File: config.mk
export PLATFORM = sky130hd
export DESIGN_NAME = sdt_pre
export DESIGN_NICKNAME = d
export VERILOG_FILES = /design/src/hw/rtl/sdt_pkg.sv /design/src/hw/rtl/sdt_pre.sv
export SDC_FILE = /design/constraint.sdc
export NUM_CORES = 1
export LEC_CHECK = 0
export BUFFER_PORTS_ARGS = -buffer_cell sky130_fd_sc_hd__buf_2
export CAP_MARGIN = 20
export CORE_AREA = 2 2 95 97
export CTS_CLUSTER_SIZE = 20
export DETAILED_ROUTE_END_ITERATION = 8
export DIE_AREA = 0 0 97 99
export PLACE_DENSITY = 0.75
export SLEW_MARGIN = 20
export SYNTH_ARGS = -nofsm -noshare
export SYNTH_HDL_FRONTEND = slang
export SYNTH_SLANG_ARGS = --single-unit
File: constraint.sdc
create_clock -name clk -period 3.69 [get_ports clk]
set_input_delay 0.5535 -clock clk [delete_from_list [all_inputs] [get_ports clk]]
set_output_delay 0.5535 -clock clk [all_outputs]
set_load 0.1 [all_outputs]
File: src/hw/rtl/sdt_pkg.sv
// ----------------------------------------------------------------------------
// sdt_pkg
// Shared types for the truncating signed divider: result status codes and
// the per-item control flags carried down the pipeline.
// ----------------------------------------------------------------------------
package sdt_pkg;

	typedef enum logic [1:0] {
		STATUS_OK       = 2'd0,
		STATUS_DIV_ZERO = 2'd1,
		STATUS_OVERFLOW = 2'd2
	} status_t;

	typedef struct packed {
		logic    neg_q;
		logic    neg_r;
		status_t status;
	} ctl_t;

endpackage

File: src/hw/rtl/sdt_pre.sv
// ----------------------------------------------------------------------------
// sdt_pre
// Input stage: operand magnitudes, sign flags and special case detection.
// ----------------------------------------------------------------------------
module sdt_pre import sdt_pkg::*; #(
	parameter int DATA_WIDTH = 32
) (
	input  logic                         clk,
	input  logic                         arst_n,
	input  logic                         valid,
	output logic                         stall,
	input  logic signed [DATA_WIDTH-1:0] dividend,
	input  logic signed [DATA_WIDTH-1:0] divisor,
	output logic                         valid_s1,
	input  logic                         dn_stall,
	output logic        [DATA_WIDTH-1:0] ma_s1,
	output logic        [DATA_WIDTH-1:0] mb_s1,
	output ctl_t                         ctl_s1
);

	logic                  neg_a;
	logic                  neg_b;
	logic                  is_zero;
	logic                  is_ovf;
	logic [DATA_WIDTH-1:0] a_u;
	logic [DATA_WIDTH-1:0] b_u;
	ctl_t                  ctl_d;

	assign stall   = valid_s1 && dn_stall;
	assign a_u     = dividend;
	assign b_u     = divisor;
	assign neg_a   = a_u[DATA_WIDTH-1];
	assign neg_b   = b_u[DATA_WIDTH-1];
	assign is_zero = (b_u == '0);
	assign is_ovf  = (a_u == {1'b1, {(DATA_WIDTH-1){1'b0}}}) && (b_u == '1);

	always_comb begin
		ctl_d.neg_q = (neg_a ^ neg_b) && !is_zero;
		ctl_d.neg_r = neg_a;
		if (is_zero) begin
			ctl_d.status = STATUS_DIV_ZERO;
		end else if (is_ovf) begin
			ctl_d.status = STATUS_OVERFLOW;
		end else begin
			ctl_d.status = STATUS_OK;
		end
	end

	always_ff @(posedge clk or negedge arst_n) begin
		if (!arst_n) begin
			valid_s1 <= 1'b0;
		end else if (!stall) begin
			valid_s1 <= valid;
		end
	end

	always_ff @(posedge clk) begin
		if (!stall && valid) begin
			ma_s1  <= neg_a ? ('0 - a_u) : a_u;
			mb_s1  <= neg_b ? ('0 - b_u) : b_u;
			ctl_s1 <= ctl_d;
		end
	end

endmodule

# Yosys cells after proc, flatten, opt, wreduce, memory -nomap -nowiden
# Cells that the tools add are included.
dict set report totals {
  reg_bits 69
  in_bits 68
  output_inout_bits 70
  wordCells 23
}
dict set report op_classes {
  n_addsub 2
  eq_ne 2
  muxes 3
  bitwise_logic 1
  reduce_logical 7
}
# cell n
set op_table {}
lappend op_table {{== test 32 bit, second input constant} 2}
lappend op_table {{subtractor 1 x 32 -> 32 bit, first input constant} 2}
lappend op_table {{two-way mux 31 bit} 2}
lappend op_table {{zero test 32 bit} 1}
lappend op_table {{logical AND 1 bit} 4}
lappend op_table {{zero test 1 bit} 2}
lappend op_table {{two-way mux 2 bit} 1}
lappend op_table {{XOR 1 bit} 1}

# Longest topological paths before layout
# Gate-level depths: netlist (run 1).
dict set report depth {
  ltp_word 3
  mapped_depth 5
  ltp_nobuf 5
}

# Worst setup path after synthesis (run 1)
# OpenSTA, ideal clock, no wires.
dict set report synth_timing {
  path_type {reg2reg}
  start {reg valid_s1}
  end {reg ctl_s1[0] (netlist bit), enable pin}
  setup_ns 0.501
  t_arrival_ns 4.572
  required_ns 3.189
  slack_ns -1.383
  path_stages_with_launch 3
  synth_period_minus_slack_ns 5.073
  cell_sequence {dfrtp_1 -> and2_1 -> nor2b_1}
}
dict set report synth_between {
  elab_chain_cells 3
}
# item line
set synth_rtl {}
lappend synth_rtl {{start: declaration} sdt_pre.sv:14} ;# output logic valid_s1,
lappend synth_rtl {{start signal: assignment} sdt_pre.sv:53} ;# valid_s1 <= valid;
lappend synth_rtl {{logical AND 1 bit} sdt_pre.sv:29} ;# assign stall = valid_s1 && dn_stall;
lappend synth_rtl {{net stall} sdt_pre.sv:11} ;# output logic stall,
lappend synth_rtl {{zero test 1 bit} sdt_pre.sv:58} ;# if (!stall && valid) begin
lappend synth_rtl {{logical AND 1 bit} sdt_pre.sv:58}
lappend synth_rtl {{end signal: assignment} sdt_pre.sv:61} ;# ctl_s1 <= ctl_d;
lappend synth_rtl {{end: declaration} sdt_pre.sv:18} ;# output ctl_t ctl_s1
# The timed path passes the listed nets, and every way through them passes these cells.
# A chain may end at the register's enable or synchronous reset.

# Final worst setup path (run 1)
dict set report layout_timing {
  start {in dividend[5]}
  end {reg ma_s1[29], data pin}
}
dict set report layout_between {
  elab_chain_cells 2
}
# item line
set layout_rtl {}
lappend layout_rtl {{start: declaration} sdt_pre.sv:12} ;# input logic signed [DATA_WIDTH-1:0] dividend,
lappend layout_rtl {{subtractor 1 x 32 -> 32 bit} sdt_pre.sv:59} ;# ma_s1 <= neg_a ? ('0 - a_u) : a_u;
lappend layout_rtl {{two-way mux 31 bit} sdt_pre.sv:59}
lappend layout_rtl {{end signal: assignment} sdt_pre.sv:59}
lappend layout_rtl {{end: declaration} sdt_pre.sv:16} ;# output logic [DATA_WIDTH-1:0] ma_s1,
# No other way between the ends.

==> flow_summary.toml, run 1 <==
[grt]
grt_overflow = 0
grt_usage_pct = 18.9
antenna_found_initial = 0
grt_max_degree = 69
grt_pass1_vias = 2977
grt_pass1_wl_mm = 14.7

[finish]
drive_above_1_share_pct = 40.0
final_nets = 511
final_cell_count_no_fill = 551
final_common_cell = "buf_2"
layout_common_cells = "buf_2 (137), edfxtp_1 (68), xnor2_1 (56)"
utilization_pct = 56.3
area_growth_pct = 27.2
antenna_cells = 0
fill_cells = 736

[power]
clkPwrFrac_pct = 31.3
p_int_uw = 1510
p_leak_uw = 0.00176
switching_share_pct = 35.9
power_frac_comb_pct = 28.5
max-vdd-ir-drop_uv = 220
switchingPower_uw = 845
seqPwrFrac_pct = 40.2
finalPower_uw = 2360
p_per_area_nw_per_um2 = 489

[placed_design]
gp_congestion = 0.864
port_buffers = 137
dp_cells = 534
dpl.hpwl_mm = 6.78
dp_slack_ps = 1260

[cts]
cts_root_buf = "clkbuf_8"
numCtsBuffers = 9
clk_latency_ps = 330
clk_pin_slew_ps = 80
clock_sinks = 69
cts.path.max_buffers = 2
ctsResizeCount = 0
cts_tree = "done"
cts.htree.levels = 3

[worst_setup_path]
reg2reg_depth = 3
crit_fanout = 12
rr_startpoint = "valid_s1"
rrSetupSlack_ps = 1920
crit_chain = "buf_2 -> nor4_4 -> nand2_1 -> o41ai_1 -> xnor2_1"
r2r_end = "ma_s1[8]"
end_kind = "flop"
crit_type = "input pin to flop"
required_ps = 3760
crit_slowest_cell = "o41ai_1"
arrival_ps = 2140
cp-start-kind = "input pin"
critPathMaxStageDelay_ps = 540

[logic_synthesis]
synth_cell_types = 39
synth.cell_area_um2 = 3780
async_flop_share_pct = 1.45
synth-main-ff-cell = "edfxtp_1"
yosysWarnings = 0
synth_seq_area_share_pct = 54.6
ys_ff_latch = 69
synth_fp_nets = 371
synth_edf_count = 68
synth.avg_cell_area_um2 = 12.7
netlist_instances = 298

[drt]
dr.pass1.iters = 4
wl_per_cell_um = 16.3
ant_nets = 0
drc = 0
vias = 2971
drtIter0Drc = 126
viasPerCell = 5.39
wl_mm = 9.01

[floorplan]
die_x_um = 97
row_count = 34
design.core.area_um2 = 8550
io_pins = 138
die-height_um = 99
start_util_pct = 44.2
dieArea_um2 = 9600

[timing]
setup_viol = 0
clock_skew_ps = 6.30
worst_pin_slew_ps = 863
hold_viol = 0
rsz0062_at_grt = "false"
period_minus_slack_ps = 2060
fmax_mhz = 485
setup_tns_ps = 0
maxSlewHeadroom_pct = 42.5
fin_crit_sh_pct = 55.9
worst_slack_ps = 1630
slew_viol_final = 0

[worst_hold_path]
whs_endpoint = "valid_s1"
hold_path_class = "input pin to flop"
hold_depth = 2
hold_path.startpoint = "valid"

[run_status]
status = "completed"

[job]
max-cap-violations = 0
repair_timing:
action,CTS,global route
hold buffers,1,0
buffers inserted,0,0
hold endpoints to repair,1,0
sequential cells by signal, indices dropped and copies added, names as in the netlist:
signal,count
ctl_s1,4
ma_s1,32
mb_s1,32
valid_s1,1
area by class of cell:
| class | instances | area (um2) | share of cell area, % |
|---|---|---|---|
| Clock buffer | 9 | 124 | 2.57 |
| Clock inverter | 7 | 114 | 2.37 |
| Inverter | 6 | 22.5 | 0.468 |
| Multi-Input combinational cell | 213 | 1650 | 34.2 |
| Sequential cell | 69 | 2070 | 43.0 |
| Tap cell | 108 | 135 | 2.81 |
| Timing Repair Buffer | 139 | 703 | 14.6 |
how the worst max path moves through the flow:
| stage | slack [ps] | end | startpoint |
|---|---|---|---|
| 6_report | 1630 | ma_s1[29] | dividend[5] |
| 5_1_grt | 1390 | ma_s1[26] | dividend[9] |
| 2_1_floorplan | 660 | ctl_s1[0] | valid_s1 |
| 3_5_place_dp | 1260 | ma_s1[29] | dividend[5] |
| 4_1_cts | 1630 | ma_s1[29] | dividend[5] |
| 3_3_place_gp | 1360 | ma_s1[27] | dividend[5] |
per-stage QoR:
stage / instance area (um2) / hold slack, ps
after floorplan: 3790 / 258
after global placement: 4560 / 328
after detailed placement: 4560 / 332
after CTS: 4810 / 416
after global routing: 4810 / 418
final: 4810 / 433
cells by family (layout without fill, tap and decap cells):
family                   count (synthesis)  after routing  synth area share [%]
XOR/XNOR                                58             58                  13.4
AND/OR/NAND/NOR                         97             97                  16.2
flip-flops                              69             69                  54.6
buffers and inverters                   16            161                  2.02
AO/OA/AOI/OAI                           53             53                  12.0
adder cells (fa/ha/maj)                  5              5                  1.65
power groups by stage:
stage / Clock [uW] / Sequential [uW] / Combinational (uW)
6_report: 738 / 947 / 670
5_1_grt: 787 / 952 / 699
4_1_cts: 753 / 948 / 674
3_5_place_dp: 0 / 965 / 672
3_3_place_gp: 0 / 965 / 664
2_1_floorplan: 0 / 1350 / 135
cells in the mapped netlist, types with 2 or more instances:
cell type	n	area, um2
buf_1	2	7.51
o31ai_1	21	158
nor2_1	10	37.5
or2_2	3	18.8
ha_1	5	62.6
nor3_1	8	40.0
o21ai_0	14	70.1
xor2_1	2	17.5
clkbuf_1	5	18.8
or3_1	2	12.5
nor4_4	3	63.8
or2b_1	2	15.0
and2_1	2	12.5
buf_6	2	22.5
nand2b_1	5	31.3
o41ai_2	7	114
xnor2_1	56	490
o41ai_1	7	61.3
inv_1	6	22.5
edfxtp_1	68	2040
nand4_1	11	68.8
nor4_2	3	37.5
nor2b_1	2	12.5
nor4_1	7	43.8
nand2_1	24	90.1
nand3_1	6	30.0
or4_1	2	15.0
nand3_2	2	20.0
per-layer routing:
layer / vias to the layer above / part of all wire, % / track usage, %
li1: 1427 / - / -
met5: - / 0 / 0
met4: 0 / 1.1 / 7.26
met1: 1403 / 40 / 22.7
met3: 8 / 8.7 / 5.53
met2: 133 / 50 / 32.2
worst max-delay path: cells and delay by family:
kind	cells	cell delay, ps
simple gates	2	820
compound gates	1	540
xor+xnor	1	110
buf+inv	1	120
Power figures use the tool's default switching activity.
==> run 2: changes to the inputs <==
clock period = 1.89 ns   (was 3.69 ns; I/O delays follow)
==> run 2 against run 1 <==
  * Via count grew 4.0%
  * First-iteration DRC count shrank 14%
  * Utilization increased by 1.4 points
  * Combinational power increased by 99%
  * Sequential share of layout area down 0.97 points
  * Clock skew rose by 4.4 ps
  * Register-to-register slack lost 1500 ps
  * Critical path type is now flop to output pin
  * Critical endpoint is now stall
  * Largest cell class unchanged
==> flow_summary.toml, run 2 (synthesis results as in run 1) <==
[cts]
numCtsBuffers = 9
cts.path.max_buffers = 2
cts_root_buf = "clkbuf_8"
ctsResizeCount = 0
cts_tree = "done"
cts.htree.levels = 3
clk_pin_slew_ps = 70
clk_latency_ps = 350
clock_sinks = 69

[worst_setup_path]
cp-start-kind = "flop"
required_ps = 1610
crit_type = "flop to output pin"
arrival_ps = 1310
crit_fanout = 3
end_kind = "output pin"

[run_status]
status = "completed"

[drt]
wl_mm = 9.23
vias = 3091
dr.pass1.iters = 4
drc = 0
viasPerCell = 5.42
drtIter0Drc = 108
wl_per_cell_um = 16.2
ant_nets = 0

[grt]
grt_overflow = 0
grt_pass1_vias = 3052
grt_pass1_wl_mm = 15.1
antenna_found_initial = 0
grt_usage_pct = 19.8
grt_max_degree = 69

[timing]
fmax_mhz = 626
worst_pin_slew_ps = 505
slew_viol_final = 0
hold_viol = 0
clock_skew_ps = 10.7
fin_crit_sh_pct = 84.6
maxSlewHeadroom_pct = 66.6
rsz0062_at_grt = "false"
setup_tns_ps = 0
setup_viol = 0
period_minus_slack_ps = 1600
hold_ws_ps = 155

[finish]
reg.largest.list = "ma_s1: 32 flops, mb_s1: 32 flops, ctl_s1: 4 flops"
final_common_cell = "buf_2"
final_cell_count_no_fill = 570
drive_above_1_share_pct = 42.4
final_nets = 530
antenna_cells = 0
fill_cells = 730
area_growth_pct = 30.4
utilization_pct = 57.7
layout_common_cells = "buf_2 (137), edfxtp_1 (68), xnor2_1 (56)"

[floorplan]
die_x_um = 97
dieArea_um2 = 9600
row_count = 34
start_util_pct = 44.2
design.core.area_um2 = 8550
die-height_um = 99
io_pins = 138

[worst_hold_path]
hold_path_class = "input pin to flop"

[placed_design]
gp_congestion = 0.865
port_buffers = 137
dpl.hpwl_mm = 6.98
dp_cells = 553

[power]
p_leak_uw = 0.00183
p_per_area_nw_per_um2 = 883
finalPower_uw = 4360
max-vdd-ir-drop_uv = 551

[job]
max-cap-violations = 0
## run 2: changes by cell type in the layout (fill, tap and decap cells not counted)
| cell | change |
|---|---|
| bufinv_16 | -2 |
| and2_4 | +1 |
| dfrtp_4 | +1 |
| buf_4 | +17 |
| buf_12 | +2 |
| clkinv_1 | -1 |
| and2_1 | -1 |
| clkinv_4 | -1 |
| dfrtp_1 | -1 |
| clkbuf_1 | +3 |
| clkinvlp_4 | +1 |
## run 2: through the flow
| step | worst slack [ps] | area [um2] |
|---|---|---|
| CTS | 268 | 4930 |
| global placement | -48.3 | 4740 |
| global route | 144 | 4930 |
| finish | 292 | 4930 |
| detailed placement | -52.8 | 4740 |
| floorplan | -497 | 3800 |
## run 2: final timing paths
| check | start | to | slack, ps | cells past startpoint |
|---|---|---|---|---|
| min in group asynchronous | arst_n | valid_s1 | 240 | 2 |
| hold reg to reg | valid_s1 | valid_s1 | 680 | 2 |
| setup / recovery | valid_s1 | stall | 290 | 2 |
| max in group asynchronous | arst_n | valid_s1 | 1560 | 2 |
| hold / removal | valid | valid_s1 | 150 | 2 |
| setup reg to reg | valid_s1 | ma_s1[15] | 460 | 3 |
## run 2: final cells by class
class | count | area [um2] | area share (%)
flip-flops and latches | 69 | 2070 | 42.0
clock inverters | 4 | 48.8 | 0.989
inverters | 6 | 22.5 | 0.457
repair buffers | 158 | 871 | 17.7
well taps | 108 | 135 | 2.74
multi-input cells | 213 | 1650 | 33.4
clock buffers | 12 | 135 | 2.74
## run 2: routing by layer
layer  up-vias  global-route usage (%)  routed length [um]
met5         -                       0                   0
met4         0                    7.04                 110
met1      1473                    24.4                3790
li1       1466                       -                   -
met3         9                    5.39                 793
met2       143                    33.7                4530
## run 2: timing repair
action	4_1_cts	5_1_grt
endpoints found under the setup margin	0	0
hold buffers	1	0
buffers inserted	0	0
endpoints found under the hold margin	1	0
## run 2: power by group
| group | internal [uW] | switching, uW | total [uW] |
|---|---|---|---|
| registers | 1830 | 27.4 | 1850 |
| clock network | 607 | 565 | 1170 |
| logic | 272 | 1060 | 1330 |
## run 2: worst max-delay path: stages (launching register included)
cell and delay (ps):
dfrtp_4 400, and2_4 150, buf_2 420
