File: src/hw/rtl/sdt_pkg.sv
// ----------------------------------------------------------------------------
// sdt_pkg
// Shared types for the truncating signed divider: result status codes and
// the per-item control flags carried down the pipeline.
// ----------------------------------------------------------------------------
package sdt_pkg;

	typedef enum logic [1:0] {
		STATUS_OK       = 2'd0,
		STATUS_DIV_ZERO = 2'd1,
		STATUS_OVERFLOW = 2'd2
	} status_t;

	typedef struct packed {
		logic    neg_q;
		logic    neg_r;
		status_t status;
	} ctl_t;

endpackage

File: src/hw/rtl/sdt_post.sv
// ----------------------------------------------------------------------------
// sdt_post
// Output stage: sign correction of quotient and remainder, result register.
// ----------------------------------------------------------------------------
module sdt_post import sdt_pkg::*; #(
	parameter int DATA_WIDTH = 32
) (
	input  logic                         clk,
	input  logic                         arst_n,
	input  logic                         valid,
	output logic                         stall,
	input  logic        [DATA_WIDTH-1:0] rem,
	input  logic        [DATA_WIDTH-1:0] quo,
	input  ctl_t                         ctl,
	output logic                         valid_s3,
	input  logic                         dn_stall,
	output logic signed [DATA_WIDTH-1:0] quotient_s3,
	output logic signed [DATA_WIDTH-1:0] remainder_s3,
	output logic        [1:0]            status_s3
);

	assign stall = valid_s3 && dn_stall;

	always_ff @(posedge clk or negedge arst_n) begin
		if (!arst_n) begin
			valid_s3 <= 1'b0;
		end else if (!stall) begin
			valid_s3 <= valid;
		end
	end

	always_ff @(posedge clk) begin
		if (!stall && valid) begin
			quotient_s3  <= ctl.neg_q ? ('0 - quo) : quo;
			remainder_s3 <= ctl.neg_r ? ('0 - rem) : rem;
			status_s3    <= ctl.status;
		end
	end

	a_zero_quo: assert property (@(posedge clk) disable iff (!arst_n)
		(valid_s3 && (status_s3 == STATUS_DIV_ZERO)) |-> (quotient_s3 == '1))
		else $error("divide by zero quotient not all ones");

	a_ovf_rem: assert property (@(posedge clk) disable iff (!arst_n)
		(valid_s3 && (status_s3 == STATUS_OVERFLOW)) |-> (remainder_s3 == '0))
		else $error("overflow remainder not zero");

	a_ovf_quo: assert property (@(posedge clk) disable iff (!arst_n)
		(valid_s3 && (status_s3 == STATUS_OVERFLOW))
		|-> (quotient_s3 == {1'b1, {(DATA_WIDTH-1){1'b0}}}))
		else $error("overflow quotient not most negative");

endmodule

File: config.mk
export PLATFORM = sky130hd
export DESIGN_NAME = sdt_post
export DESIGN_NICKNAME = d
export VERILOG_FILES = /design/src/hw/rtl/sdt_pkg.sv /design/src/hw/rtl/sdt_post.sv
export SDC_FILE = /design/constraint.sdc
export NUM_CORES = 1
export LEC_CHECK = 0
export BUFFER_PORTS_ARGS = -buffer_cell sky130_fd_sc_hd__buf_4
export CAP_MARGIN = 25
export CELL_PAD_IN_SITES_DETAIL_PLACEMENT = 2
export CELL_PAD_IN_SITES_GLOBAL_PLACEMENT = 2
export CORE_MARGIN = 3
export CORE_UTILIZATION = 33
export DETAILED_ROUTE_END_ITERATION = 8
export GPL_TIMING_DRIVEN = 0
export MAX_ROUTING_LAYER = met4
export PLACE_DENSITY = 0.82
export SYNTH_ARGS = -nofsm -noshare
export SYNTH_HDL_FRONTEND = slang
export SYNTH_SLANG_ARGS = --single-unit
File: constraint.sdc
create_clock -name clk -period 5.8 [get_ports clk]
set_input_delay 0.29 -clock clk [delete_from_list [all_inputs] [get_ports clk]]
set_output_delay 0.29 -clock clk [all_outputs]
set_load 0.01 [all_outputs]
* After elaboration in Yosys (flattened, before gate mapping)
Index checks and enable logic that the tools add are counted.
W data, S select, Z words.
** Storage, ports and cells
- Register bits after elaboration :: 67
- Logic and storage cells :: 11
- Bits of input ports :: 72
- Output and inout bits :: 68
** Operators by class
- Mux-type cells :: 2
- Add/subtract/negate cells :: 2
- Reductions and logical operators :: 3
** Operator list (count)
- $mux W32 :: 2
- $sub A1 B32 Y32 const A :: 2
- $logic_and A1 B1 Y1 :: 2
- $logic_not A1 Y1 :: 1

* Logic depth before layout (Yosys ltp)
Gate-level depths: netlist of run 1.
- Depth in word-level cells :: 3
- Mapped depth :: 6
- Depth with buffers taken out :: 6

* Worst setup path before layout of run 1
No wires, ideal clock.
- Kind :: register to register
- Start point :: register valid_s3
- End point :: register quotient_s3[0] (enable)
- Arrival time :: 3561 ps
- Path buffers :: 0
- Required time :: 5302 ps
- Cell stages (with the launch flop) :: 3
- Library setup time :: 498 ps
- Setup slack :: 1742 ps
- Clock period less this slack :: 4058 ps
- Cells stage by stage :: dfrtp_1 > and2_1 > nor2b_1
** Between the ends
- Longest elaborated chain between the ends :: 3
** RTL lines
- start, declared :: RTL line sdt_post.sv:15 : output logic valid_s3,
- start signal, assigned :: RTL line sdt_post.sv:28 : valid_s3 <= valid;
- $logic_and A1 B1 Y1 :: RTL line sdt_post.sv:22 : assign stall = valid_s3 && dn_stall;
- net stall :: RTL line sdt_post.sv:11 : output logic stall,
- $logic_not A1 Y1 :: RTL line sdt_post.sv:33 : if (!stall && valid) begin
- $logic_and A1 B1 Y1 :: RTL line sdt_post.sv:33
- end signal, assigned :: RTL line sdt_post.sv:34 : quotient_s3 <= ctl.neg_q ? ('0 - quo) : quo;
- end, declared :: RTL line sdt_post.sv:17 : output logic signed [DATA_WIDTH-1:0] quotient_s3,
The timed path passes the listed nets, and every way through them passes these cells.
A chain may end at the register's enable or synchronous reset.

* Final worst setup path of run 1
- Start point :: input port rem[2]
- End point :: register remainder_s3[19] (data pin)
** Between the ends
- Longest elaborated chain between the ends :: 2
** RTL lines
- start, declared :: RTL line sdt_post.sv:12 : input logic [DATA_WIDTH-1:0] rem,
- $sub A1 B32 Y32 :: RTL line sdt_post.sv:35 : remainder_s3 <= ctl.neg_r ? ('0 - rem) : rem;
- $mux W32 :: RTL line sdt_post.sv:35
- end signal, assigned :: RTL line sdt_post.sv:35
- end, declared :: RTL line sdt_post.sv:18 : output logic signed [DATA_WIDTH-1:0] remainder_s3,
Every way passes these cells.

==> impl_metrics.csv, run 1 <==
group,metric,value,unit
power_and_ir_drop,leakagePower,1.86,nW
synth,yosysSeqAreaShare,56.8,%
detailed_routing,drt-total-wl,10900,um
hold_path,hold_class,"input port to flop",
setup_path,worstPathArrival,1.90,ns
die,die-area,0.0120,mm^2
sta,finalHoldViolations,0,
die,fp.dieH,109,um
cts,cts_sinks,67,
die,start_util,34.1,%
placed_design,place_area,0.00479,mm^2
placed_design,globalplace.congestion,0.809,
sta,final_max_slew_viol_count,0,
placed_design,hpwl,8500,um
sta,maxSlewHeadroom,49.0,%
placed_design,pre_cts_ws,3.62,ns
detailed_routing,via_count,2861,
power_and_ir_drop,p_per_area,256,mW/mm^2
sta,setup_ws,4.00,ns
setup_path,crit_path_start_kind,"input port",
synth,synth_fa_ha_area_share,0.708,%
sta,fin_worst_skew,0.00505,ns
synth,synth.area.mux_share,0,%
die,rows,37,
detailed_routing,route.detailed.drc,0,
grt,grt_overflow,0,
die,io_pins,140,
die,core,0.0104,mm^2
synth,syn_area,0.00353,mm^2
grt,use_met1,21.6,%
setup_path,cp_data_required_time,5.90,ns
grt,grt_pass1_wl,16600,um
detailed_routing,routedWlPerCell,19.3,um
sta,fin_crit,1.80,ns
synth,synth_compound_area_share,11.7,%
synth,synth_top_area_share,56.1,%
grt,grt_busiest_layer,"met2",
power_and_ir_drop,power,1.29,mW
detailed_routing,vias_per_cell,5.06,
grt,antenna_found_initial,0,
final_layout,area_growth,42.5,%
synth,synthSimpleGateAreaFrac,14.6,%
grt,grt_start_max_net_pins,33,
cts,cts_buffer_depth,2,
grt,grt_pass1_vias,3056,
placed_design,portBuffers,139,
synth,syn-num-nets,345,
synth,synth_top_family_by_area,"XOR/XNOR gates",
sta,fin_tns_setup,0,ns
cts,cts-root-buf,"clkbuf_8",
die,die_w,109,um
final_layout,fin_nets,498,
final_layout,layout-drive-gt1-share,41.0,%
synth,yosysUniqueCellTypes,33,
flow_run,drv_cap,0,
synth,synth-seq-cells,67,
cts,htreeDepth,3,
detailed_routing,dr.pass1.iters,4,
synth,postSynthCellCount,271,
cts,cts_made_buffers,9,
setup_path,cp_max_fo,6,
setup_path,crit_chain,"buf_4 > nor3_1 > nand3_1 > o31ai_1 > xnor2_1",
sta,setup_viol,0,
setup_path,cp_slowest_stage_delay,0.64,ns
final_layout,fillCellCount,1068,
sta,tightest_slew,0.759,ns
sta,fmax,0.555,GHz
sta,post-route-period-util,31.1,%
setup_path,cp_slowest_cell,"nor3_1",
detailed_routing,ant_nets,0,
setup_path,crit_type,"input port to flop",
cts,clk_latency,0.34,ns
synth,synth_area_per_cell,13.0,um^2
sta,rsz0062_at_grt,"no",
grt,gr-usage-met3,4.82,%
grt,grt_util_met2,33.3,%
outcome,outcome,"completed",
final_layout,diodes,0,
synth,synth_xor_area_share,14.9,%
synth,synth.largest_area_cell,"edfxtp_1",
grt,track_usage,18.9,%
cts,cts_resized,0,
setup_path,worst_setup_path_end_kind,"flop",
synth,yosys_warnings,0,
synth,synth_area_leaders,"edfxtp_1, xnor2_1, o41ai_2",
cts,tritoncts,"yes",
power_and_ir_drop,ir_drop,0.130,mV
detailed_routing,drt_iter0_drc,50,
final_layout,design_area,0.00503,mm^2
cts,cts.reportedPaths.clkPinSlew,0.08,ns
[worst paths after layout]
check | startpoint | to | slack (ns) | depth (start not counted)
worst max-delay path | rem[2] | remainder_s3[19] | 4.00 | 5
worst min-delay path | ctl[0] | status_s3[0] | 0.13 | 1
worst max register to register | valid_s3 | remainder_s3[29] | 4.14 | 4
worst min register to register | valid_s3 | valid_s3 | 0.74 | 2
max in group asynchronous | arst_n | valid_s3 | 5.45 | 2
min in group asynchronous | arst_n | valid_s3 | 0.27 | 2
[critical path, delay by kind of cell]
| kind | cells | cell delay, ns |
|---|---|---|
| compound gates | 1 | 0.35 |
| xor+xnor | 1 | 0.10 |
| buf+inv | 1 | 0.13 |
| simple gates | 2 | 1.04 |
[per-stage QoR]
step / instances / util (%) / hold slack, ns
after floorplan: 271 / - / -0.00559
after global placement: 546 / 45.8 / 0.0658
after detailed placement: 548 / 46.2 / 0.0699
after CTS: 565 / 48.5 / 0.110
after global routing: 565 / 48.5 / 0.111
final: 565 / 48.5 / 0.132
[cell families (layout without fill, tap and decap cells)]
family | Yosys count | count (layout)
buffers and inverters | 12 | 170
adder cells (fa/ha/maj) | 2 | 2
flip-flops | 67 | 67
XOR/XNOR | 60 | 60
AO/OA/AOI/OAI | 50 | 50
AND/OR/NAND/NOR | 80 | 80
[layout by cell type (no fill, tap or decap), drive strengths merged]
cell	n
and2	1
buf	144
bufinv	3
clkbuf	13
clkinv	4
dfrtp	1
dlygate4sd3	1
edfxtp	66
ha	2
inv	5
nand2	24
nand2b	5
nand3	4
nand3b	1
nand4	7
nand4b	3
nor2	9
nor2b	2
nor3	7
nor4	8
o21ai	18
o31ai	17
o41ai	15
or2	2
or3	4
or4	3
xnor2	60
[routing by layer]
layer  vias up  part of all wire, %
met4         0                 0.89
li1       1341                    -
met1      1410                   40
met2        99                   53
met3        11                  6.4
met5         -                    0
[cell usage after synthesis, drive strengths merged]
cell type and n:
inv 5, nand3b 1, nor4 8, nand2b 5
dfrtp 1, and2 1, or3 4, ha 2
o21ai 18, nor3 7, nor2b 2, o31ai 17
nor2 9, xnor2 60, or2 2, buf 3
or4 3, nand3 4, nand4 7, o41ai 15
nand4b 3, clkbuf 4, nand2 24, edfxtp 66
[cell type report]
cell class                      count  area, um^2  area share [%]
Clock inverter                      7         106            2.11
Buffer                              7        26.3           0.522
Timing Repair Buffer              142        1090            21.7
Sequential cell                    67        2010            39.9
Multi-Input combinational cell    192        1490            29.6
Tap cell                          136         170            3.38
Clock buffer                        9         124            2.46
Inverter                            5        18.8           0.373
[report_power, final]
| part | internal, mW | switching [mW] | total [mW] |
|---|---|---|---|
| combinational | 0.117 | 0.117 | 0.235 |
| sequential | 0.579 | 0.0113 | 0.591 |
| clock | 0.281 | 0.185 | 0.466 |
| total | 0.977 | 0.313 | 1.29 |
[sequential cells by signal, summed over array words and instances (netlist names)]
signal        flops
quotient_s3      32
remainder_s3     32
status_s3         2
valid_s3          1
[timing repair]
action / CTS / global route
endpoints found under the hold margin: 1 / 0
hold buffers: 1 / 0
buffers inserted: 0 / 0
Power figures use the tool's default switching activity.
==> run 2: changes to the inputs <==
ABC_AREA = 1   (was unset)
CORE_UTILIZATION = 25   (was 33)
PLACE_DENSITY = 0.73   (was 0.82)
clock period = 1.65 ns   (was 5.8 ns; I/O delays follow)
==> run 2 against run 1 <==
Sequential power grew to 3.5 times the previous value. Highest routed layer unchanged. Synthesized cell count grew 99%. Via count grew 43%.
==> impl_metrics.csv, run 2 <==
group,metric,value,unit
outcome,outcome,"completed",
synth,syn_area,0.00413,mm^2
grt,grt_pass1_wl,24000,um
sta,fmax,0.630,GHz
sta,rsz0062_at_grt,"yes",
setup_path,cp_data_required_time,1.76,ns
die,io_pins,140,
synth,synth-seq-cells,67,
setup_path,worstSetupStartpoint,"quo[0]",
synth,synthSimpleGateAreaFrac,35.3,%
flow_run,drv_cap,0,
final_layout,final_cell_mix,"nand2_1, buf_4, nor2_1, edfxtp_1, inv_1",
synth,synth_area_per_cell,7.67,um^2
sta,tightest_slew,0.399,ns
power_and_ir_drop,power,4.99,mW
final_layout,area_growth,42.9,%
synth,yosysSeqAreaShare,48.7,%
synth,synth_top_family_by_area,"simple AND/OR/NAND/NOR gates",
hold_path,hold_class,"input port to flop",
sta,setup_viol,0,
power_and_ir_drop,ir_drop,0.427,mV
placed_design,globalplace.congestion,0.871,
sta,post-route-period-util,96.2,%
synth,postSynthCellCount,538,
die,rows,46,
placed_design,portBuffers,137,
detailed_routing,drt-total-wl,15200,um
synth,ys_async_sr_fraction,1.49,%
die,core,0.0160,mm^2
setup_path,r2r_cells,4,
detailed_routing,drt_iter0_drc,123,
final_layout,final_util,36.8,%
sta,finalHoldViolations,0,
setup_path,r2r-end,"remainder_s3[30]",
setup_path,crit_type,"input port to flop",
grt,track_usage,17.7,%
cts,cts_made_buffers,9,
synth,yosysMostFrequentCell,"nand2_1",
cts,cts.reportedPaths.clkPinSlew,0.06,ns
detailed_routing,dr.pass1.iters,4,
synth,synth_fa_ha_area_share,0.607,%
power_and_ir_drop,p_per_area,846,mW/mm^2
grt,grt_pass1_vias,4581,
synth,synth.area.mux_share,0,%
cts,tritoncts,"yes",
synth,synth_area_leaders,"edfxtp_1, nand2_1, nor2_1",
synth,ys_top_cells_by_count,"nand2_1, nor2_1, edfxtp_1",
final_layout,fin_nets,773,
final_layout,top_regs,"quotient_s3 x32, remainder_s3 x32, status_s3 x2",
power_and_ir_drop,leakagePower,2.71,nW
setup_path,worst_setup_path_end_kind,"flop",
cts,clk_latency,0.35,ns
setup_path,worst_r2r_startpoint,"valid_s3",
detailed_routing,ant_nets,0,
die,die_w,134,um
grt,grt_overflow,0,
die,fp.dieH,134,um
cts,htreeDepth,3,
hold_path,holdCritStartpoint,"quo[2]",
synth,syn-num-nets,612,
cts,cts-root-buf,"clkbuf_16",
synth,synth_xor_area_share,5.94,%
sta,fin_crit,1.59,ns
grt,grt_start_max_net_pins,31,
detailed_routing,route.detailed.drc,0,
sta,holdWs,0.0406,ns
final_layout,diodes,0,
sta,final_max_slew_viol_count,0,
die,start_util,25.8,%
cts,cts_sinks,67,
setup_path,reg2reg_setup_slack,0.33,ns
synth,yosysUniqueCellTypes,18,
setup_path,cp_max_fo,4,
detailed_routing,vias_per_cell,4.46,
grt,antenna_found_initial,0,
final_layout,fillCellCount,1886,
synth,synth_compound_area_share,2.73,%
setup_path,worstPathArrival,1.69,ns
detailed_routing,via_count,4101,
synth,yosys_warnings,0,
final_layout,layout-drive-gt1-share,27.4,%
detailed_routing,routedWlPerCell,16.5,um
sta,fin_worst_skew,0.00764,ns
synth,synthFlopType,"edfxtp_1",
die,die-area,0.0181,mm^2
hold_path,min_path_cells,3,
sta,maxSlewHeadroom,73.1,%
hold_path,hold_path_end,"quotient_s3[2]",
synth,synth_top_area_share,48.0,%
setup_path,crit_path_start_kind,"input port",
synth,synth_edf_count,66,
placed_design,hpwl,12600,um
synth,synth.largest_area_cell,"edfxtp_1",
final_layout,final_common_cell,"nand2_1",
cts,cts_buffer_depth,2,
## run 2: changes by cell type after synthesis, sizes merged, moves of 8 or more
cell	delta
inv	+60
nand2	+174
nand3	+36
nor2	+103
nor4	-8
o31ai	-17
o41ai	-15
xnor2	-47
xor2	+15
## run 2: per-stage QoR
step                      setup WS, ns  area, um^2  setup TNS (ns)  instances
after global placement          -0.696        5430          -45.57        891
after global routing           -0.0142        5890         -0.0355        920
after detailed placement       -0.0157        5480          -0.344        893
final                           0.0629        5890               0        920
after CTS                       0.0530        5850               0        917
after floorplan                 -0.312        4130          -20.59        538
## run 2: worst max path at each step
stage / to / cells past startpoint
6_report: quotient_s3[20] / 11
4_1_cts: quotient_s3[30] / 11
3_5_place_dp: quotient_s3[25] / 4
5_1_grt: quotient_s3[30] / 11
3_3_place_gp: quotient_s3[20] / 3
2_1_floorplan: quotient_s3[0] / 3
## run 2: cell families after synthesis
kind of cell / after synthesis
buffers and inverters: 71
DFF: 67
AOI/OAI and AO/OA: 20
adders and majority gates: 2
xor gates and xnor gates: 28
and+or+nand+nor: 350
## run 2: critical path, cell delays in order
cell and delay [ns]:
dlygate4sd3_1 0.56, buf_4 0.14, inv_1 0.07, ha_2 0.19, nand2_2 0.09, nor2_4 0.12, nand2_1 0.10, nand2_4 0.11
nand2_1 0.08, nand2_1 0.09, nand2_1 0.05
## run 2: power breakdown
part | leakage [nW] | total, mW | internal [mW] | switching (mW)
registers | 0.642 | 2.06 | 2.03 | 0.0346
logic | 1.92 | 0.950 | 0.418 | 0.533
clock network | 0.146 | 1.98 | 1.17 | 0.803
total | 2.71 | 4.99 | 3.62 | 1.37
## run 2: area by class of cell
type                       count  area, um^2  share of cell area, %
clock inverter                 6        66.3                   1.13
inverter                      65         244                   4.14
clock buffer                  10         229                   3.88
buffer                         6        35.0                  0.594
tap                          216         270                   4.59
sequential                    67        2010                   34.0
multi-input combinational    400        1870                   31.7
timing repair buffer         150        1180                   20.0
## run 2: what timing repair did
item,4_1_cts,5_1_grt
hold buffers,7,0
hold endpoints to repair,6,0
endpoints found under the setup margin,30,8
resized for setup,0,6
buffers inserted,1,3
pin swaps,1,4
## run 2: layer usage
layer | vias to the layer above | global-route usage (%) | wire length (um)
met3 | 18 | 2.91 | 603
met4 | 0 | 6.45 | 323
li1 | 2009 | - | -
met2 | 101 | 32.5 | 8210
met1 | 1973 | 19.2 | 6060
met5 | - | - | 0
