`src/hw/rtl/sdt_pkg.sv`:
```
// ----------------------------------------------------------------------------
// sdt_pkg
// Shared types for the truncating signed divider: result status codes and
// the per-item control flags carried down the pipeline.
// ----------------------------------------------------------------------------
package sdt_pkg;

	typedef enum logic [1:0] {
		STATUS_OK       = 2'd0,
		STATUS_DIV_ZERO = 2'd1,
		STATUS_OVERFLOW = 2'd2
	} status_t;

	typedef struct packed {
		logic    neg_q;
		logic    neg_r;
		status_t status;
	} ctl_t;

endpackage

```
`src/hw/rtl/sdt_step.sv`:
```
// ----------------------------------------------------------------------------
// sdt_step
// One restoring division stage: shifts in one dividend bit, trial subtract,
// produces one quotient bit.
// ----------------------------------------------------------------------------
module sdt_step import sdt_pkg::*; #(
	parameter int DATA_WIDTH = 32
) (
	input  logic                  clk,
	input  logic                  arst_n,
	input  logic                  valid,
	output logic                  stall,
	input  logic [DATA_WIDTH-1:0] rem,
	input  logic [DATA_WIDTH-1:0] quo,
	input  logic [DATA_WIDTH-1:0] mb,
	input  ctl_t                  ctl,
	output logic                  valid_s2,
	input  logic                  dn_stall,
	output logic [DATA_WIDTH-1:0] rem_s2,
	output logic [DATA_WIDTH-1:0] quo_s2,
	output logic [DATA_WIDTH-1:0] mb_s2,
	output ctl_t                  ctl_s2
);

	logic [DATA_WIDTH:0] trial;
	logic [DATA_WIDTH:0] diff;
	logic                ge;

	assign stall = valid_s2 && dn_stall;
	assign trial = {rem, quo[DATA_WIDTH-1]};
	assign diff  = trial - {1'b0, mb};
	assign ge    = !diff[DATA_WIDTH];

	always_ff @(posedge clk or negedge arst_n) begin
		if (!arst_n) begin
			valid_s2 <= 1'b0;
		end else if (!stall) begin
			valid_s2 <= valid;
		end
	end

	always_ff @(posedge clk) begin
		if (!stall && valid) begin
			rem_s2 <= ge ? diff[DATA_WIDTH-1:0] : trial[DATA_WIDTH-1:0];
			quo_s2 <= {quo[DATA_WIDTH-2:0], ge};
			mb_s2  <= mb;
			ctl_s2 <= ctl;
		end
	end

	// partial remainder stays below the divisor
	a_rem_bound: assert property (@(posedge clk) disable iff (!arst_n)
		(valid_s2 && (mb_s2 != '0)) |-> (rem_s2 < mb_s2))
		else $error("partial remainder not below divisor");

endmodule

```
`config.mk`:
```
export PLATFORM = sky130hd
export DESIGN_NAME = sdt_step
export DESIGN_NICKNAME = d
export VERILOG_FILES = /design/src/hw/rtl/sdt_pkg.sv /design/src/hw/rtl/sdt_step.sv
export SDC_FILE = /design/constraint.sdc
export NUM_CORES = 1
export LEC_CHECK = 0
export ABC_AREA = 1
export CAP_MARGIN = 20
export CORE_UTILIZATION = 64
export DETAILED_ROUTE_END_ITERATION = 12
export DONT_BUFFER_PORTS = 1
export PLACE_DENSITY = 0.8
export SYNTH_ARGS = -nofsm -noshare
export SYNTH_HDL_FRONTEND = slang
export SYNTH_SLANG_ARGS = --single-unit
export TNS_END_PERCENT = 100
```
`constraint.sdc`:
```
create_clock -name clk -period 7.25 [get_ports clk]
set_clock_uncertainty 0.1 [all_clocks]
set_input_delay 1.45 -clock clk [delete_from_list [all_inputs] [get_ports clk]]
set_output_delay 1.45 -clock clk [all_outputs]
set_load 0.01 [all_outputs]
```
# Word-level counts from Yosys, hierarchy flattened

Cells that the tools add are included.

Flip-flop bits (word level): 101
Output and inout port bits: 102
Memories kept: 0
Memory bits (read-only): 0
RAM bits: 0
Latch bits: 0

$mul: 0
Bitwise logic cells: 0
Muxes and demuxes: 1
Reduce and logical (&&, ||, !) cells: 4
Magnitude comparators: 0
Shifts and indexed selects: 0
Equal/unequal tests: 0
Add/sub/neg operators: 1
Divide/modulo/power cells: 0

Operators by type and width:

| operator          | count |
|---|---|
| $sub 33x32->33    | 1 |
| $mux 32           | 1 |
| $logic_and 1x1->1 | 2 |
| $logic_not 1->1   | 2 |

# Logic depth before layout (Yosys ltp)

Gate-level depths: netlist (run 1).

Depth after elaboration: 3
Depth in mapped cells: 17

# Worst setup path after synthesis (run 1)

OpenSTA, ideal clock, no wires.

Path type: input -> register
From: in dn_stall
To: reg ctl_s2[0] in the netlist's numbering, enable pin
Data required time: 6.591 ns
Slack: 0.831 ns
Data arrival time: 5.760 ns
Setup time: 0.559 ns
Stages on the path: 3
Cell sequence: nand2_1 inv_1 nor2_1

Longest elaborated chain between the ends: 3

Ends and longest elaborated chain:

| element                | RTL line       | source |
|---|---|---|
| start: declaration     | sdt_step.sv:18 | `input logic dn_stall,` |
| $logic_and 1x1->1      | sdt_step.sv:29 | `assign stall = valid_s2 && dn_stall;` |
| via stall              | sdt_step.sv:12 | `output logic stall,` |
| $logic_not 1->1        | sdt_step.sv:43 | `if (!stall && valid) begin` |
| $logic_and 1x1->1      | sdt_step.sv:43 |  |
| end signal: assignment | sdt_step.sv:47 | `ctl_s2 <= ctl;` |
| end: declaration       | sdt_step.sv:22 | `output ctl_t ctl_s2` |

The timed path passes the listed nets, and every way through them passes these cells.
A chain may end at the register's enable or synchronous reset.

# Worst setup path after layout (run 1)

From: in quo[31]
To: reg rem_s2[8], data pin

Longest elaborated chain between the ends: 2

Ends and longest elaborated chain:

| element                | RTL line       | source |
|---|---|---|
| start: declaration     | sdt_step.sv:14 | `input logic [DATA_WIDTH-1:0] quo,` |
| $sub 33x32->33         | sdt_step.sv:31 | `assign diff = trial - {1'b0, mb};` |
| $mux 32                | sdt_step.sv:44 | `rem_s2 <= ge ? diff[DATA_WIDTH-1:0] : trial[DATA_WIDTH-1:0];` |
| end signal: assignment | sdt_step.sv:44 |  |
| end: declaration       | sdt_step.sv:19 | `output logic [DATA_WIDTH-1:0] rem_s2,` |

Every way passes these cells.

==> reports/results.ini, run 1 <==
[global_routing]
antenna_found_initial = 0
gr-usage-met3 = 0.07559
met2_usage = 0.5458
grt_most_used_layer = met2
grt_pass1_wl_um = 23610
grtUsageTotal = 0.3116
use_met1 = 0.3698
grt_pass1_vias = 4870
grt.overflow.total = 0
grt_max_degree = 63

[run_status]
status = finished clean

[sta]
grt_setup_unrepaired = no
finalSetupViolations = 0
slew_viol_final = 0
finalCritPeriodShare = 0.4738
worstMarginPinSlew_ns = 0.7342
setup_tns_ns = 0
hold_viol = 0
max_slew_margin = 0.5105
max_freq_mhz = 291.1
min_period_ns = 3.435

[final_layout]
drive_above_1_share = 0.04120
nets = 933
multiInputGateArea_mm2 = 0.002526
area_growth_pct = 5.010
seqCellArea_mm2 = 0.003028
fillers = 727
final_area_mm2 = 0.006530
n_antenna_cell = 0

[logic_synthesis]
synthFlopType = edfxtp_1
synth-simple-area-share = 0.2865
synth_top_family_by_area = simple AND/OR/NAND/NOR gates
synthDistinctLibCells = 24
synth-compound-area-share = 0.02978
synth_common_cells = nand2_1, inv_1, edfxtp_1
muxShareOfSynthArea = 0
synth-xor-area-share = 0.02113
synth-async-reset-ratio = 0.009901
synth_area_leaders = edfxtp_1, nand2_1, inv_1, ha_1, nand3_1
synth_edf_count = 100
synth-seq-cells = 101
syn-num-nets = 926
synth.top_cell.area_share = 0.4829
yosys_warnings = 0
ys_seq_area_frac = 0.4869
synth-adder-area-share = 0.06761
syn-cell-area_mm2 = 0.006218
avgSynthCellArea_um2 = 7.881
yosys.area.top_type = edfxtp_1
yosysMostFrequentCell = nand2_1
synthesis.instances = 789

[drt]
first_iter_violations = 282
ant_nets = 0
drt-pass1-iter-count = 6
avgViaCountPerCell = 5.429
drt_wl_total_um = 15640
vias = 5049
routedWlPerCell_um = 16.81
drc = 0

[cts]
postCtsSetupRepairBufs = 0
cts_root_buffer = clkbuf_8
clkLatencyLatePin_ns = 0.37
cts_sinks = 101
path_clk_slew_ns = 0.10
htreeDepth = 3
clock_path_buffers = 2
cts-resized-gates = 0
tritoncts = built
cts_buffers = 9
cts_hold_buf = 0

[worst_setup_path]
ff2ff_path_depth = 4
cp_num_cells = 15
cp_num_buf_inv = 2
critical_path_class = input port to flop
slowest_delay_ns = 0.41
crit_start = quo[31]
required_ns = 7.28
cp_cell_sequence = inv_1 > ha_1 > fa_1 > inv_1 > nand2_1 > nand2_1 > nand3_1 > nand2_2 > nand2_1 > nand2_2 > nand2_2 > nand3_1 > nand2_4 > nand2_1 > nand2_1
cpLargestDelayFamily = simple AND/OR/NAND/NOR gates
cp_common_cell = nand2_1
crit_arrival_ns = 3.46
path_max_fanout = 32
start_kind = input port
cp-end-kind = flop
cp_slowest_cell = fa_1
timing.rr.start = valid_s2

[min_path]
hold_path.class = flop to flop
worstHoldStart = valid_s2
hold_depth = 2

[placement]
gp_congestion = 0.8849
hpwl_um = 12390
io_buffers = 0
dpl_cell_area_mm2 = 0.006327

[pwr]
p_leak_nw = 3.401
combPwrFrac = 0.213
p_switching_mw = 0.4620
p_int_mw = 0.9223
p_per_area_mw_per_mm2 = 212.0
sequentialPowerShare = 0.532
ir_drop_uv = 123.6
pwr-share-clk = 0.254
swShare = 0.3338

[floorplan]
core_mm2 = 0.009328
pin_count = 206
dieArea_mm2 = 0.01011
rows = 35
die_w_um = 100.6
dieHeight_um = 100.6
start_util = 0.6667

[run]
cap_violations = 0

==> state kept, by name, summed over array words and instances, names as in the netlist <==
| register | count |
|---|---|
| quo_s2 | 32 |
| ctl_s2 | 4 |
| valid_s2 | 1 |
| mb_s2 | 32 |
| rem_s2 | 32 |
==> stage by stage <==
step	power [mW]	utilization	instances	worst slack (ns)	hold slack, ns
6_report	1.384	0.7001	930	3.815	0.5159
2_1_floorplan	0.9744	-	789	0.8308	0.4249
4_1_cts	1.376	0.6979	929	3.844	0.5044
3_3_place_gp	1.025	0.6783	913	3.614	0.4437
5_1_grt	1.440	0.7001	930	3.590	0.5201
3_5_place_dp	1.039	0.6783	913	3.452	0.4816
==> logic make-up after synthesis <==
kind of cell / Yosys count
adder cells (fa/ha/maj): 33
flip-flops: 101
XOR/XNOR: 15
AND/OR/NAND/NOR: 441
buffers and inverters: 167
AO/OA/AOI/OAI: 32
==> worst reg2reg max path, stage by stage (launching register included) <==
cell and delay (ns):
dfrtp_1 0.43, nand2_1 0.12, inv_1 0.11, nor2_4 0.32
buf_4 0.67
==> power by group through the flow <==
stage / registers (mW) / logic, mW / clock network (mW)
floorplan: 0.748 / 0.226 / 0
global placement: 0.750 / 0.275 / 0
detailed placement: 0.751 / 0.288 / 0
CTS: 0.738 / 0.289 / 0.349
global route: 0.741 / 0.333 / 0.366
finish: 0.737 / 0.295 / 0.352
==> metal layers <==
| metal | part of all wire | up-vias |
|---|---|---|
| met5 | 0 | - |
| met4 | 0.029 | 0 |
| met3 | 0.081 | 40 |
| met2 | 0.49 | 267 |
| met1 | 0.40 | 2290 |
| li1 | - | 2452 |
==> placed cells by master (no fill, tap or decap), types with 9 or more instances in the layout <==
cell type | Yosys | routed
inv_1 | 160 | 160
nand2_1 | 337 | 337
xor2_1 | 14 | 14
ha_1 | 32 | 32
nand3_1 | 31 | 31
clkbuf_8 | 0 | 9
edfxtp_1 | 100 | 100
nor2_1 | 40 | 39
a21oi_1 | 23 | 23
==> path summary, 6_finish.rpt <==
| path | end | slack [ns] |
|---|---|---|
| setup reg to reg | mb_s2[27] | 5.11 |
| hold reg to reg | valid_s2 | 0.52 |
| max in group asynchronous | valid_s2 | 6.33 |
| min in group asynchronous | valid_s2 | 0.66 |
| hold / removal | valid_s2 | 0.52 |
| setup / recovery | rem_s2[8] | 3.81 |
==> cell type report <==
cell class,count,share of cell area
clock inverter,7,0.009006
multi-input combinational,521,0.3869
clock buffer,9,0.01897
timing repair buffer,2,0.004215
tap,129,0.02472
sequential,101,0.4637
inverter,161,0.09255
Note: power is estimated with default switching activity, not from simulation.
==> run 2: changes to the inputs <==
ABC_AREA = 0   (was 1)
clock period = 3.4 ns   (was 7.25 ns; I/O delays follow)
==> run 2 against run 1 <==
Against the previous run: design area fell by 8.6%; synthesized cell count decreased by 41%; area after synthesis down 12%; sequential power rose by 110%; die area fell by 11%; setup slack worse by 3.5 ns.
==> reports/results.ini, run 2 <==
[drt]
vias = 3672
route.met2.wl_um = 6267
drc = 0
avgViaCountPerCell = 6.171
drt-pass1-iter-count = 4
first_iter_violations = 168
dr_wl_met3_um = 1022
drt_wl_total_um = 12770
dr.max_layer_used = met4
wl_met1_um = 5307
ant_nets = 0
routedWlPerCell_um = 21.46

[worst_setup_path]
cpLargestDelayFamily = compound AO/OA/AOI/OAI gates
crit_arrival_ns = 3.15
ff2ff_setup_slack_ns = 1.56
worstReg2RegEnd = rem_s2[18]
cp_common_cell = a21oi_1
cp_slowest_cell = fa_1
ff2ff_path_depth = 3
cp-end-kind = flop
required_ns = 3.45
start_kind = input port
slowest_delay_ns = 0.40
timing.rr.start = valid_s2
cp_cell_sequence = inv_1 > ha_1 > fa_1 > nand2b_1 > a21oi_1 > o211ai_1 > a21oi_1 > o21a_1 > o211ai_4 > buf_4 > buf_12 > o21ai_0
path_max_fanout = 17
cp_num_buf_inv = 3
critical_path_class = input port to flop

[floorplan]
die_w_um = 94.71
core_mm2 = 0.008258
dieHeight_um = 94.71
dieArea_mm2 = 0.008969
rows = 33
pin_count = 206
start_util = 0.6661

[cts]
cts_root_buffer = clkbuf_8
cts_buffers = 9
htreeDepth = 3
clock_path_buffers = 2
path_clk_slew_ns = 0.11
postCtsSetupRepairBufs = 0
clkLatencyLatePin_ns = 0.37
tritoncts = built
cts_sinks = 101

[min_path]
hold_end = mb_s2[7]
worstHoldStart = mb[7]
hold_depth = 0
hold_path.class = input port to flop

[placement]
hpwl_um = 9980
gp_congestion = 0.8545
io_buffers = 0
placement.setup.worst_slack_ns = -0.05269

[sta]
layout_setup_ws_ns = 0.2999
min_period_ns = 3.100
finalCritPeriodShare = 0.9118
slew_viol_final = 0
finalSetupViolations = 0
grt_setup_unrepaired = no
max_slew_margin = 0.5726
hold_viol = 0
max_freq_mhz = 322.6
worstMarginPinSlew_ns = 0.6412

[run_status]
status = finished clean

[logic_synthesis]
synth-compound-area-share = 0.1449
muxShareOfSynthArea = 0.04914
synthFlopType = edfxtp_1
synthesis.instances = 464
yosys_warnings = 0
synth-simple-area-share = 0.09759
syn-num-nets = 601
synth-adder-area-share = 0.07643
synth_edf_count = 100
yosys.area.top_type = edfxtp_1
synth.top_cell.area_share = 0.5460
synth_top_family_by_area = compound AO/OA/AOI/OAI gates
synthDistinctLibCells = 51
yosysMostFrequentCell = edfxtp_1
ys_seq_area_frac = 0.5505
synth_area_leaders = edfxtp_1, ha_1, mux2_4, a21oi_1, nand2_1
syn-cell-area_mm2 = 0.005500
synth-xor-area-share = 0.03822
avgSynthCellArea_um2 = 11.85
synth_common_cells = edfxtp_1, nand2_1, inv_1
synth-async-reset-ratio = 0.009901
synth-seq-cells = 101

[global_routing]
grtUsageTotal = 0.2786
grt_max_degree = 56
grt_pass1_wl_um = 18360
grt_pass1_vias = 3529
grt.overflow.total = 0
antenna_found_initial = 0

[pwr]
p_per_area_mw_per_mm2 = 495.4
p_leak_nw = 2.445
power.total_mw = 2.955
ir_drop_uv = 259.7

[run]
cap_violations = 0

[final_layout]
area_growth_pct = 8.462
nets = 622
final_cell_mix = edfxtp_1, nand2_1, inv_1
final_common_cell = edfxtp_1
n_antenna_cell = 0
fillers = 568
drive_above_1_share = 0.1327
reg_top3 = mb_s2 (32), quo_s2 (32), rem_s2 (32)

run 2: cell count changes in the layout (fill, tap and decap cells not counted), sizes merged, moves of 9 or more:
cell,change
buf,+22
mux2,+18
nor2,-24
nand2,-303
a21oi,+11
xnor2,+13
a21o,+15
o211ai,+9
nand3,-20
inv,-118
o21ai,+24
run 2: cell families (layout without fill, tap and decap cells):
| group | Yosys count | in the layout |
|---|---|---|
| adders and majority gates | 33 | 33 |
| muxes | 18 | 18 |
| xor gates and xnor gates | 24 | 24 |
| and+or+nand+nor | 111 | 111 |
| AOI/OAI and AO/OA | 120 | 120 |
| DFF | 101 | 101 |
| buffers and inverters | 57 | 83 |
run 2: worst max-delay path by stage:
stage          cells after the start          to  startpoint
6_report                          12  rem_s2[23]     quo[31]
3_3_place_gp                      12  rem_s2[23]     quo[31]
3_5_place_dp                      12  rem_s2[23]     quo[31]
4_1_cts                           12  rem_s2[23]     quo[31]
2_1_floorplan                     12  rem_s2[10]      mb[16]
5_1_grt                           12  rem_s2[23]     quo[31]
run 2: through the flow:
step	setup TNS (ns)	instance area [um2]	hold WS (ns)	instances	utilization
after floorplan	0	5508	0.2844	464	-
after global placement	0	5764	0.2844	578	0.6980
after detailed placement	-0.06937	5764	0.2845	578	0.6980
after CTS	0	5966	0.2853	595	0.7224
after global routing	0	5966	0.2771	595	0.7224
final	0	5966	0.2902	595	0.7224
run 2: cell type report:
type	count	area [um2]	area share
clock inverters	7	67.56	0.01133
repair buffers	25	215.2	0.03607
multi-input cells	306	2242	0.3758
well taps	105	131.4	0.02202
flip-flops and latches	101	3028	0.5075
clock buffers	9	123.9	0.02076
inverters	42	157.7	0.02643
run 2: metal layers:
metal / vias to the layer above / GRT usage
li1: 1754 / -
met5: - / 0
met4: 0 / 0.1073
met1: 1730 / 0.3517
met2: 171 / 0.4526
met3: 17 / 0.08052
run 2: power breakdown:
part / leakage, nW / internal (mW) / total [mW] / switching (mW)
registers: 0.964 / 1.50 / 1.58 / 0.0833
logic: 1.38 / 0.289 / 0.637 / 0.348
clock network: 0.0989 / 0.284 / 0.736 / 0.452
total: 2.45 / 2.07 / 2.96 / 0.883
run 2: repair_timing:
action / CTS / global route
endpoints found under the hold margin: 1 / 0
hold buffers: 1 / 0
gates resized for setup: 0 / 0
==> run 3: changes to the inputs <==
CORE_UTILIZATION = 55   (was 64)
PLACE_DENSITY = 0.7   (was 0.8)
clock period = 3.9 ns   (was 3.4 ns; I/O delays follow)
==> run 3 against run 2 <==
Against the previous run: die area up 16%; hold slack better by 0.10 ns; first-iteration DRC count shrank 6.5%; power decreased by 11%; global-route usage shrank 4.0 points; via count down 3.1%; critical endpoint is now rem_s2[26].
==> reports/results.ini, run 3 (same netlist as run 2, synthesis figures left out) <==
[run_status]
status = finished clean

[worst_setup_path]
required_ns = 3.97
start_kind = input port
critical_path_class = input port to flop
cp-end-kind = flop
crit_arrival_ns = 3.28
path_max_fanout = 27

[global_routing]
grt_pass1_vias = 3544
grt.overflow.total = 0
antenna_found_initial = 0
grt_max_degree = 101
grtUsageTotal = 0.2382
grt_pass1_wl_um = 18590

[placement]
io_buffers = 0
gp_congestion = 0.8568
placement.setup.worst_slack_ns = 0.3332
hpwl_um = 9109

[sta]
hold_viol = 0
layout_setup_ws_ns = 0.6906
worstMarginPinSlew_ns = 0.5251
min_period_ns = 3.209
grt_setup_unrepaired = no
slew_viol_final = 0
max_freq_mhz = 311.6
max_slew_margin = 0.6500
finalCritPeriodShare = 0.8229
hold_ws_ns = 0.3906
setup_tns_ns = 0
finalSetupViolations = 0

[cts]
htreeDepth = 3
clkLatencyLatePin_ns = 0.37
tritoncts = built
path_clk_slew_ns = 0.10
cts_sinks = 101
clock_path_buffers = 2
cts_root_buffer = clkbuf_8
cts_buffers = 9
cts-resized-gates = 0

[drt]
drt-pass1-iter-count = 5
drc = 0
ant_nets = 0
vias = 3557
avgViaCountPerCell = 5.899
first_iter_violations = 157
routedWlPerCell_um = 20.13
drt_wl_total_um = 12140

[pwr]
p_leak_nw = 2.357
pwr-share-clk = 0.278
combPwrFrac = 0.197
swShare = 0.2760
p_switching_mw = 0.7238
sequentialPowerShare = 0.525
p_per_area_mw_per_mm2 = 446.5
p_int_mw = 1.899
power.total_mw = 2.623
ir_drop_uv = 194.8

[final_layout]
n_antenna_cell = 0
final_common_cell = edfxtp_1
reg_top3 = mb_s2 (32), quo_s2 (32), rem_s2 (32)
final_cell_mix = edfxtp_1, nand2_1, inv_1
nets = 602
final_util = 0.6037
area_growth_pct = 6.779
drive_above_1_share = 0.09149

[min_path]
hold_path.class = input port to flop

[floorplan]
start_util = 0.5653
rows = 36
dieArea_mm2 = 0.01040
die_w_um = 102
pin_count = 206
dieHeight_um = 102
core_mm2 = 0.009729

[run]
cap_violations = 0

[run 3: cell count changes in the layout (fill, tap and decap cells not counted)]
cell	change
bufinv_16	+2
inv_8	-1
clkinv_4	-2
clkinv_8	-1
clkbuf_1	+2
buf_4	-20
[run 3: path summary, 6_finish.rpt]
kind,from,endpoint,cells after the start,slack (ns)
setup / recovery,quo[31],rem_s2[26],11,0.69
hold / removal,mb[28],mb_s2[28],0,0.39
setup reg to reg,valid_s2,mb_s2[17],3,2.14
hold reg to reg,valid_s2,valid_s2,2,0.77
max in group asynchronous,arst_n,valid_s2,1,3.08
min in group asynchronous,arst_n,valid_s2,1,0.51
[run 3: layout make-up]
class	count	area, um2
Timing Repair Buffer	5	65.06
Inverter	42	157.7
Tap cell	133	166.4
Fill cell	838	3856
Clock buffer	11	131.4
Sequential cell	101	3028
Clock inverter	5	82.58
Multi-Input combinational cell	306	2242
[run 3: critical path: stages]
cell and delay, ns:
inv_1 0.02, ha_1 0.22, fa_1 0.41, nand2b_1 0.18
a21oi_1 0.25, o211ai_1 0.17, a21oi_1 0.24, o21a_1 0.23
o211ai_4 0.10, buf_4 0.26, o41ai_1 0.42
[run 3: through the flow]
| stage | instance area (um2) | cells |
|---|---|---|
| after floorplan | 5508 | 464 |
| after global placement | 5649 | 586 |
| after detailed placement | 5649 | 586 |
| after CTS | 5873 | 603 |
| after global routing | 5873 | 603 |
| final | 5873 | 603 |
[run 3: metal layers]
metal  vias up  share of wire  global-route usage
met5         -              0                   0
met4         0         0.0098             0.06703
met3        11          0.087             0.07866
met2       150           0.49              0.4006
met1      1683           0.42              0.2928
li1       1713              -                   -
[run 3: power groups by stage]
stage                     sequential [mW]  combinational, mW  clock [mW]
after floorplan                      1.39              0.410           0
after global placement               1.40              0.500           0
after detailed placement             1.40              0.513           0
after CTS                            1.38              0.516       0.742
after global routing                 1.39              0.572       0.797
final                                1.38              0.516       0.729
[run 3: what timing repair did]
action,in CTS,in global routing
setup buffers,0,0
hold endpoints to repair,1,0
hold buffers,1,0
endpoints found under the setup margin,0,0
